### src/rtl/mrpc_pkg.sv
`default_nettype none
package mrpc_pkg;

    localparam int NumLanes = 7;
    localparam int QuoBits  = 8;

    // One division in flight: partial remainder, unconsumed low numerator bits,
    // divisor and the quotient bits found so far.
    typedef struct packed {
        logic [7:0] rem;
        logic [7:0] num;
        logic [7:0] den;
        logic [7:0] quo;
    } t_lane;

    typedef t_lane [NumLanes-1:0] t_lanes;

    localparam logic [7:0] ProbMax  = 8'd255;
    localparam logic [7:0] ProbHalf = 8'd128;
    localparam logic [7:0] ProbMin  = 8'd1;

    // floor(x / 255) for any 16-bit x below 65280 (quotient fits in eight bits), as ((x + 1) * 257) >> 16.
    function automatic logic [7:0] div255(input logic [15:0] x);
        logic [16:0] x1;
        logic [24:0] s;
        x1 = {1'b0, x} + 17'd1;
        s  = {x1, 8'b0} + {8'b0, x1};
        return s[23:16];
    endfunction

    // Starts the long division of c * 255 by den. Since c <= den the
    // quotient fits in eight bits and the high byte is already below den.
    function automatic t_lane lane_init(input logic [7:0] c, input logic [7:0] den);
        logic [15:0] n;
        t_lane       l;
        n     = {c, 8'b0} - {8'b0, c};
        l.rem = n[15:8];
        l.num = n[7:0];
        l.den = den;
        l.quo = '0;
        return l;
    endfunction

endpackage
`default_nettype wire

### src/rtl/mrpc_front.sv
`default_nettype none
module mrpc_front
    import mrpc_pkg::*;
(
    input  wire logic       i_clk,
    input  wire logic       i_rst_n,
    input  wire logic       i_valid,
    output logic            o_ready,
    input  wire logic [7:0] i_ip,
    input  wire logic [7:0] i_lp,
    input  wire logic [7:0] i_gp,
    output logic            o_valid,
    input  wire logic       i_ready,
    output t_lanes          o_lanes
);

    logic        r_v1, r_v2, r_v3, r_v4;
    logic        rdy1, rdy2, rdy3, rdy4;
    logic [7:0]  r_ip1, r_gp1, r_ip2, r_gp2, r_last2, r_ga2, r_ip3, r_last3, r_ga3;
    logic [15:0] r_prod1, r_prod3;
    t_lanes      r_lanes;
    t_lanes      n_lanes;
    logic [7:0]  last2, ga2, gold4, alt4;
    logic [8:0]  inter2;

    assign rdy4    = !r_v4 || i_ready;
    assign rdy3    = !r_v3 || rdy4;
    assign rdy2    = !r_v2 || rdy3;
    assign rdy1    = !r_v1 || rdy2;
    assign o_ready = rdy1;
    assign o_valid = r_v4;
    assign o_lanes = r_lanes;

    assign inter2 = {1'b0, ProbMax} - {1'b0, r_ip1};
    assign last2  = div255(r_prod1);
    assign ga2    = inter2[7:0] - last2;
    assign gold4  = div255(r_prod3);
    assign alt4   = r_ga3 - gold4;

    always_comb begin
        logic [8:0] t0, t1, t2, t3, t4;
        t0 = {1'b0, r_ip3} + {1'b0, r_ga3};
        t1 = {1'b0, r_ip3} + {1'b0, r_last3} + {1'b0, alt4};
        t2 = {1'b0, r_last3} + {1'b0, alt4};
        t3 = {1'b0, r_ip3} + {1'b0, r_last3} + {1'b0, gold4};
        t4 = {1'b0, r_last3} + {1'b0, gold4};
        n_lanes[0] = lane_init(r_last3, r_ga3 + r_last3);
        n_lanes[1] = lane_init(gold4, r_ga3);
        n_lanes[2] = lane_init(r_ip3, t0[7:0]);
        n_lanes[3] = lane_init(r_ip3, t1[7:0]);
        n_lanes[4] = lane_init(r_last3, t2[7:0]);
        n_lanes[5] = lane_init(r_ip3, t3[7:0]);
        n_lanes[6] = lane_init(r_last3, t4[7:0]);
    end

    always_ff @(posedge i_clk) begin
        if (!i_rst_n) begin
            r_v1 <= 1'b0;
            r_v2 <= 1'b0;
            r_v3 <= 1'b0;
            r_v4 <= 1'b0;
        end else begin
            if (rdy1) r_v1 <= i_valid;
            if (rdy2) r_v2 <= r_v1;
            if (rdy3) r_v3 <= r_v2;
            if (rdy4) r_v4 <= r_v3;
        end
    end

    always_ff @(posedge i_clk) begin
        if (rdy1 && i_valid) begin
            r_ip1   <= i_ip;
            r_gp1   <= i_gp;
            r_prod1 <= {8'd0, ProbMax - i_ip} * {8'd0, i_lp};
        end
        if (rdy2 && r_v1) begin
            r_ip2   <= r_ip1;
            r_gp2   <= r_gp1;
            r_last2 <= last2;
            r_ga2   <= ga2;
        end
        if (rdy3 && r_v2) begin
            r_ip3   <= r_ip2;
            r_last3 <= r_last2;
            r_ga3   <= r_ga2;
            r_prod3 <= {8'd0, r_ga2} * {8'd0, r_gp2};
        end
        if (rdy4 && r_v3) begin
            r_lanes <= n_lanes;
        end
    end

endmodule
`default_nettype wire

### src/rtl/mrpc_div_cell.sv
`default_nettype none
module mrpc_div_cell
    import mrpc_pkg::*;
(
    input  wire logic   i_clk,
    input  wire logic   i_rst_n,
    input  wire logic   i_valid,
    output logic        o_ready,
    input  wire t_lanes i_lanes,
    output logic        o_valid,
    input  wire logic   i_ready,
    output t_lanes      o_lanes
);

    logic   r_v;
    t_lanes r_lanes;
    t_lanes n_lanes;

    assign o_ready = !r_v || i_ready;
    assign o_valid = r_v;
    assign o_lanes = r_lanes;

    // One restoring step per lane: bring down a numerator bit, subtract if it fits.
    always_comb begin
        logic [8:0] t;
        logic [8:0] d;
        for (int k = 0; k < NumLanes; k++) begin
            t = {i_lanes[k].rem, i_lanes[k].num[7]};
            d = {1'b0, i_lanes[k].den};
            n_lanes[k].den = i_lanes[k].den;
            n_lanes[k].num = {i_lanes[k].num[6:0], 1'b0};
            if (t >= d) begin
                t = t - d;
                n_lanes[k].quo = {i_lanes[k].quo[6:0], 1'b1};
            end else begin
                n_lanes[k].quo = {i_lanes[k].quo[6:0], 1'b0};
            end
            n_lanes[k].rem = t[7:0];
        end
    end

    always_ff @(posedge i_clk) begin
        if (!i_rst_n) begin
            r_v <= 1'b0;
        end else if (o_ready) begin
            r_v <= i_valid;
        end
    end

    always_ff @(posedge i_clk) begin
        if (o_ready && i_valid) begin
            r_lanes <= n_lanes;
        end
    end

endmodule
`default_nettype wire

### src/rtl/modified_ref_prob_calculator.sv
`default_nettype none
// Throughput: one request per cycle unless the master side stalls; four front stages derive
// the counts, eight divider cells each resolve one quotient bit, one output register follows.
// Every stage stalls only when it is full and the stage after it cannot take its data.
// Reset (i_rst_n low, synchronous) clears every valid bit; no data is kept between requests.
module modified_ref_prob_calculator
    import mrpc_pkg::*;
(
    input  wire logic        i_clk,
    input  wire logic        i_rst_n,
    input  wire logic        s_axis_tvalid,
    output logic             s_axis_tready,
    // intra_prob[7:0], last_prob[15:8], golden_prob[23:16]
    input  wire logic [23:0] s_axis_tdata,
    output logic             m_axis_tvalid,
    input  wire logic        m_axis_tready,
    // intra_p0, intra_p1, intra_p2, last_p0, last_p1, last_p2, golden_p0,
    // golden_p1, golden_p2, altref_p0, altref_p1, altref_p2, 8 bits each from bit 0 up
    output logic [95:0]      m_axis_tdata
);

    // Valid, ready and lane data between the links of the chain; link 0 is the front end.
    logic   v  [QuoBits+1];
    logic   rd [QuoBits+1];
    t_lanes ln [QuoBits+1];

    logic        r_ov;
    logic [95:0] r_od;
    logic [95:0] n_od;
    logic        out_rdy;
    logic [7:0]  p [NumLanes];

    mrpc_front u_front (
        .i_clk   (i_clk),
        .i_rst_n (i_rst_n),
        .i_valid (s_axis_tvalid),
        .o_ready (s_axis_tready),
        .i_ip    (s_axis_tdata[7:0]),
        .i_lp    (s_axis_tdata[15:8]),
        .i_gp    (s_axis_tdata[23:16]),
        .o_valid (v[0]),
        .i_ready (rd[0]),
        .o_lanes (ln[0])
    );

    // Each cell produces the next quotient bit, most significant first.
    for (genvar g = 0; g < QuoBits; g++) begin : g_cell
        mrpc_div_cell u_cell (
            .i_clk   (i_clk),
            .i_rst_n (i_rst_n),
            .i_valid (v[g]),
            .o_ready (rd[g]),
            .i_lanes (ln[g]),
            .o_valid (v[g+1]),
            .i_ready (rd[g+1]),
            .o_lanes (ln[g+1])
        );
    end

    assign out_rdy       = !r_ov || m_axis_tready;
    assign rd[QuoBits]   = out_rdy;
    assign m_axis_tvalid = r_ov;
    assign m_axis_tdata  = r_od;

    // An empty remaining total gives one half; a zero quotient is raised to the minimum.
    always_comb begin
        for (int k = 0; k < NumLanes; k++) begin
            if (ln[QuoBits][k].den == 8'd0) begin
                p[k] = ProbHalf;
            end else if (ln[QuoBits][k].quo == 8'd0) begin
                p[k] = ProbMin;
            end else begin
                p[k] = ln[QuoBits][k].quo;
            end
        end
        // The implicit branch of each row is forced to zero.
        n_od = {8'd0, p[6], p[5],
                8'd0, p[4], p[3],
                p[1], 8'd0, p[2],
                p[1], p[0], 8'd0};
    end

    always_ff @(posedge i_clk) begin
        if (!i_rst_n) begin
            r_ov <= 1'b0;
        end else if (out_rdy) begin
            r_ov <= v[QuoBits];
        end
    end

    always_ff @(posedge i_clk) begin
        if (out_rdy && v[QuoBits]) begin
            r_od <= n_od;
        end
    end

    // The input side can only be held off while the output is stalled.
    a_stall_cause: assert property (@(posedge i_clk) disable iff (!i_rst_n)
        !s_axis_tready |-> (m_axis_tvalid && !m_axis_tready))
        else $error("input stalled without output backpressure");

    // The computed nodes intra_p1, intra_p2, last_p0 and altref_p1 are never zero.
    a_node_nonzero: assert property (@(posedge i_clk) disable iff (!i_rst_n)
        m_axis_tvalid |-> (m_axis_tdata[15:8] != 8'd0 && m_axis_tdata[23:16] != 8'd0
                           && m_axis_tdata[31:24] != 8'd0 && m_axis_tdata[87:80] != 8'd0))
        else $error("computed probability is zero");

    // No result may appear in the cycle right after reset.
    a_reset_empty: assert property (@(posedge i_clk) disable iff (!i_rst_n)
        $past(!i_rst_n) |-> !m_axis_tvalid)
        else $error("result valid right after reset");

endmodule
`default_nettype wire

### config.mk
export PLATFORM = sky130hd
export DESIGN_NAME = modified_ref_prob_calculator
export DESIGN_NICKNAME = d
export VERILOG_FILES = /design/src/rtl/mrpc_pkg.sv /design/src/rtl/mrpc_front.sv /design/src/rtl/mrpc_div_cell.sv /design/src/rtl/modified_ref_prob_calculator.sv
export SDC_FILE = /design/constraint.sdc
export NUM_CORES = 2
export LEC_CHECK = 0
export BUFFER_PORTS_ARGS = -buffer_cell sky130_fd_sc_hd__buf_2
export CAP_MARGIN = 20
export CORE_UTILIZATION = 40
export CTS_CLUSTER_SIZE = 30
export DETAILED_ROUTE_END_ITERATION = 7
export PLACE_DENSITY = 0.57
export REMOVE_ABC_BUFFERS = 1
export SLEW_MARGIN = 20
export SYNTH_ARGS = -nofsm -noshare
export SYNTH_HDL_FRONTEND = slang
export SYNTH_SLANG_ARGS = --single-unit
### constraint.sdc
create_clock -name i_clk -period 28.4 [get_ports i_clk]
set_input_delay 4.26 -clock i_clk [delete_from_list [all_inputs] [get_ports i_clk]]
set_output_delay 4.26 -clock i_clk [all_outputs]
set_load 0.01 [all_outputs]
# ---- Word-level counts from Yosys, hierarchy flattened
# Cells that the tools add are included.
dict set report op_classes {
  n_addsub 67
  n_mul 2
  n_lt_le_gt_ge 56
  mux 113
  n_reduce_logical 59
}
# op count
set ops {}
lappend ops {{9-bit by 8-bit >= comparator with 1-bit output} 56}
lappend ops {{8-bit two-way mux} 57}
lappend ops {{8-bit subtractor} 51}
lappend ops {{8-bit logical NOT} 14}
lappend ops {{8-bit adder} 7}
lappend ops {{1-bit two-way mux} 56}
lappend ops {{24-bit by 17-bit adder with 24-bit output} 2}
lappend ops {{16-bit by 8-bit subtractor with 16-bit output} 3}
lappend ops {{16-bit by 1-bit adder with 17-bit output (second input constant)} 2}
lappend ops {{8-bit by 8-bit multiplier with 16-bit output} 2}
lappend ops {{8-bit subtractor (first input constant)} 2}
lappend ops {{1-bit logical AND} 13}
lappend ops {{1-bit logical NOT} 13}
lappend ops {{1-bit logical OR} 13}
lappend ops {{2-bit OR reduction} 6}
dict set report word_totals {
  register_bits 1461
  inputBits 28
  output_inout_bits 98
  elab_cells 529
}

# ---- Logic depth before layout (Yosys ltp)
dict set report logic_depth {
  ltp_word 15
  ltp_mapped 29
}

# ---- Hierarchy
# Synthesis repeated with hierarchy kept, for this count alone.
dict set report hier_totals {
  cells_unflattened 7082
  area_unflattened_um2 98275.5
}
# module n_inst cells_each area_per_inst_um2
set by_module_without_submodules {}
lappend by_module_without_submodules {{mrpc_div_cell (g_cell[0].u_cell ...)} 4 689 10099.7}
lappend by_module_without_submodules {{mrpc_div_cell (g_cell[2].u_cell ...)} 4 681 9846.9}
lappend by_module_without_submodules {mrpc_front 1 1402 15785.1}
lappend by_module_without_submodules {modified_ref_prob_calculator 1 200 2703.8}

# ---- Least setup slack after synthesis
# Ideal clock, no wire load.
dict set report synth_timing {
  path_kind {input port to flip-flop}
  from {input m_axis_tready}
  to {register g_cell[5].u_cell.r_lanes (netlist bit g_cell[5].u_cell.o_lanes[0]), enable pin}
  arrival_time_ns 16.101
  required_time_ns 27.475
  slack_ns 11.374
  path_stages 3
  n_path_buf 0
  path_cell_list {nor2b_1 -> and3_1 -> a21boi_0}
}
dict set report synth_via {
  elab_chain_len 5
}
# element line
set synth_rtl {}
lappend synth_rtl {{from (decl)} modified_ref_prob_calculator.sv:16} ;# input wire logic m_axis_tready,
lappend synth_rtl {{1-bit logical OR} modified_ref_prob_calculator.sv:60} ;# assign out_rdy = !r_ov || m_axis_tready;
lappend synth_rtl {{1-bit logical OR (3 in a row)} mrpc_div_cell.sv:19} ;# assign o_ready = !r_v || i_ready;
lappend synth_rtl {{1-bit logical AND} mrpc_div_cell.sv:51} ;# if (o_ready && i_valid) begin
lappend synth_rtl {{to (signal assigned)} mrpc_div_cell.sv:52} ;# r_lanes <= n_lanes;
lappend synth_rtl {{to (decl)} mrpc_div_cell.sv:16} ;# t_lanes r_lanes;
# No other way between the ends.
# A chain may end at the register's enable or synchronous reset.

# ---- Worst setup path after layout
dict set report layout_timing {
  from {input m_axis_tready}
  to {output s_axis_tready}
}
dict set report layout_via {
  elab_chain_len 13
}
# element line
set layout_rtl {}
lappend layout_rtl {{1-bit logical OR} modified_ref_prob_calculator.sv:60}
lappend layout_rtl {{1-bit logical OR (8 in a row)} mrpc_div_cell.sv:19}
lappend layout_rtl {{1-bit logical OR} mrpc_front.sv:26} ;# assign rdy4 = !r_v4 || i_ready;
lappend layout_rtl {{1-bit logical OR} mrpc_front.sv:27} ;# assign rdy3 = !r_v3 || rdy4;
lappend layout_rtl {{1-bit logical OR} mrpc_front.sv:28} ;# assign rdy2 = !r_v2 || rdy3;
lappend layout_rtl {{1-bit logical OR} mrpc_front.sv:29} ;# assign rdy1 = !r_v1 || rdy2;
lappend layout_rtl {{to (decl)} modified_ref_prob_calculator.sv:12} ;# output logic s_axis_tready,
# No other way between the ends.

==> results.md <==
* Post-DR wirelength/cell at 14.83 microns
* Total negative slack at 0 ns
* Cts hold-fix bufs at 0
* HP Class: register to register
* Largest fanout on the critical path at 6
* Max-Slew Margin vs Limit at 35.38%
* Final Max Slew Viols at 0
* Final Hold Vio Count at 0
* R2R cell count at 28
* Hold path startpoint: g_cell[2].u_cell.o_lanes[161]$_DFFE_PP_
* Part of the Yosys area used for sequential elements at 59.16%
* IO buf count at 93
* Filler Cells Inserted at 16,337
* Crit Reg-Reg Startpoint: u_front.r_prod3[0]$_DFFE_PP_
* Root buffer cell: clkbuf_16
* Worst hold slack at 0.3992 ns
* Cts repair resizes at 0
* Residual DRC count at 0
* Status: completed
* Minimum clock period at 11.48 ns
* Routed vias at 41,260
* First-pass GRT wire length at 210,800 microns
* Max-Cap Viols at 0
* CTS clk-pin slew, worst paths at 0.05 ns
* Final Util at 45.25%
* Worst-Skew Late Latency at 0.78 ns
* Setup bufs post-CTS at 0
* Starting DRT DRC Count at 2,252
* Number of global-route vias before repair at 41,451
* Kind of start point of the critical path: input port
* Storage element area at 43,500 sq um
* RSZ-0062 raised after global routing: false
* H-tree levels at 4
* Die Y at 430.8 microns
* Fmax at 87.14 MHz
* Routed WL at 128,200 microns
* Number of synthesized flops with an enable pin at 1,440
* # rows at 156
* Layout cells sized above 1 at 6.180%
* CTS Sinks at 1,453
* Mapped Avg Cell Area at 12.55 sq um
* CTS Buf Count at 161
* Area grow syn2layout at 11.82%
* Clock Skews at 0.03600 ns
* Initial antenna violation count at 2
* DR pass1 iterations at 5
* DR vias/cell at 4.772
* Post-route insts no fill at 8,647
* WP data required at 24.14 ns
* Initial Util at 40.46%
* Final-stage net count at 6,821
* GRT Util Overall at 13.97%
* R2R setup slack at 20.80 ns
* Synth Register Bits at 1,453
* GRT overflow at 0
* LEAKAGE at 32.22 nW
* FF-to-FF End: u_front.o_lanes[111]$_DFFE_PP_
* Yosys Warn Count at 0
* VDD IR max at 54.88 uV
* Asr flop ratio synth at 0%
* CTS tree: done
* PwrDens at 70.39 nW/um^2
* Die area at 185,500 sq um
* Core ar. at 181,700 sq um
* Max clock buf depth at 3
* Area of the multi-input gates at 26,790 sq um
* Distinct cells, synth at 65
* Top Ports at 126
* Worst Hold Depth at 0
* Data arrival, critical path at 7.22 ns
* Post-Place Cells at 8,356
* Mapped Cells at 5,857
* CP endpoint kind: output port
* Slew @ Worst Pin at 0.9673 ns
* Hpwl dp at 96,310 microns
* Kind of critical path: input port to output port
* Hold path endpoint: g_cell[3].u_cell.o_lanes[162]$_DFFE_PP_
* ANT nets after route at 0
* Netlist area before placement at 73,530 sq um
* Largest net degree at the start of global routing at 76
* Final setup viols at 0
* Chip width at 430.8 microns
* Placer Congestion at 0.8589
* Tcrit/Tclk final at 40.41%
* Main synth FF type: edfxtp_1
## cells by family (layout without fill, tap and decap cells)
family / after synthesis / in the layout / synth area share (%)
other: 1 / 33 / 0.005100
XOR/XNOR: 279 / 279 / 3.344
adder cells (fa/ha/maj): 729 / 729 / 13.69
buffers and inverters: 882 / 1191 / 4.712
flip-flops: 1453 / 1453 / 59.16
AO/OA/AOI/OAI: 1043 / 1043 / 8.530
AND/OR/NAND/NOR: 1430 / 1430 / 10.01
multiplexers: 40 / 40 / 0.5462
## per-stage QoR
stage	area (sq um)	worst slack (ns)	total power, W
6_report	82220	16.92	0.005787
5_1_grt	82220	16.59	0.006113
4_1_cts	82220	16.92	0.005881
3_5_place_dp	76950	16.93	0.003801
3_3_place_gp	76950	16.99	0.003777
2_1_floorplan	73130	11.37	0.003482
## final cells by class
cell class              count  share of cell area, %
diodes                      1               0.003044
clock buffers             198                  5.194
clock inverters            92                  1.214
inverters                 784                  3.579
multi-input cells        3553                  32.59
flip-flops and latches   1453                  52.91
well taps                2449                  3.727
repair buffers            117                 0.7852
## worst max path at each step
| stage | depth (start not counted) | slack (ns) | to | start |
|---|---|---|---|---|
| after floorplan | 3 | 11.37 | g_cell[5].u_cell.o_lanes[0]$_DFFE_PP_ | m_axis_tready |
| after global placement | 11 | 16.99 | s_axis_tready | m_axis_tready |
| after detailed placement | 11 | 16.93 | s_axis_tready | m_axis_tready |
| after CTS | 11 | 16.92 | s_axis_tready | m_axis_tready |
| after global routing | 11 | 16.59 | s_axis_tready | m_axis_tready |
| final | 11 | 16.92 | s_axis_tready | m_axis_tready |
## placed cells by master, fill, tap and decap left out, types with 14 or more instances in the layout
master	n
and2_1	136
edfxtp_1	1440
buf_4	24
nor3_1	22
nand2_1	449
clkinv_1	24
bufinv_16	14
inv_1	783
o31ai_1	99
buf_2	93
a21boi_0	59
a21oi_1	138
nor4_1	27
xor2_1	128
nand3_1	19
fa_1	128
clkbuf_1	29
nand4_1	100
o21a_1	17
nor2_1	214
mux2i_1	39
or4_1	49
o21ai_0	553
clkinv_2	25
clkbuf_16	163
ha_1	595
o21bai_1	20
o211a_1	49
nor2b_1	208
a21o_1	77
xnor2_1	149
conb_1	32
nand2b_1	164
## power breakdown
part	internal (W)	total [W]	leakage [nW]	switching, W
Combinational	0.000526	0.00120	16.6	0.000676
Sequential	0.00248	0.00254	13.0	0.0000605
Clock	0.00120	0.00205	2.56	0.000841
## worst max-delay path, stage by stage
cell and delay, ns:
buf_2 0.09, nor2b_1 0.49, nand3_1 0.14, nor2_1 0.28, and2_1 0.37, and3_1 0.30
and2_0 0.53, nand3_1 0.17, nor2_1 0.31, nand2_1 0.11, buf_2 0.15
## flip-flops by register name (all words and copies together), names as in the netlist, 16 cells and up
signal                 count
g_cell.u_cell.o_lanes   1176
u_front.o_lanes          104
m_axis_tdata              56
u_front.r_prod1           16
u_front.r_prod3           16
## cell usage after synthesis (all sizes together), types with 2 or more instances
cell type  number  area (sq um)
edfxtp       1440         43240
inv           784          2943
ha            595          7445
o21ai         556          2783
nand2         450          1697
nor2b         215          1345
nor2          214         803.3
nand2b        164          1026
xnor2         149          1305
a21oi         139         699.4
and2          137         857.1
xor2          130          1154
fa            128          2562
nand4         101         646.9
o31ai          99         743.2
a21o           77         578.1
a21boi         63         473.0
clkbuf         57         214.0
o211a          49         490.5
or4            49         367.9
buf            41         307.8
mux2i          39         390.4
nor4           28         190.2
nor3           24         130.1
o21bai         20         150.1
nand3          19         95.09
o21a           17         127.6
dfxtp          13         260.3
and3           11         68.82
or3            11         68.82
maj3            6         61.31
a211oi          4         35.03
a31oi           4         25.02
and4b           2         23.77
o2111a          2         22.52
o31a            2         17.52
o32ai           2         17.52
or2             2         12.52
## layer usage
metal  wire length, microns  share of wire [%]  vias up  track usage, %
li1                       -                  -    21138               -
met1                  62740                 49    19400           19.11
met2                  57880                 45      502           22.44
met3                   4278                3.3      218           2.392
met4                   3311                2.6        2           4.720
met5                     16              0.012        -               0
Power figures use the tool's default switching activity.
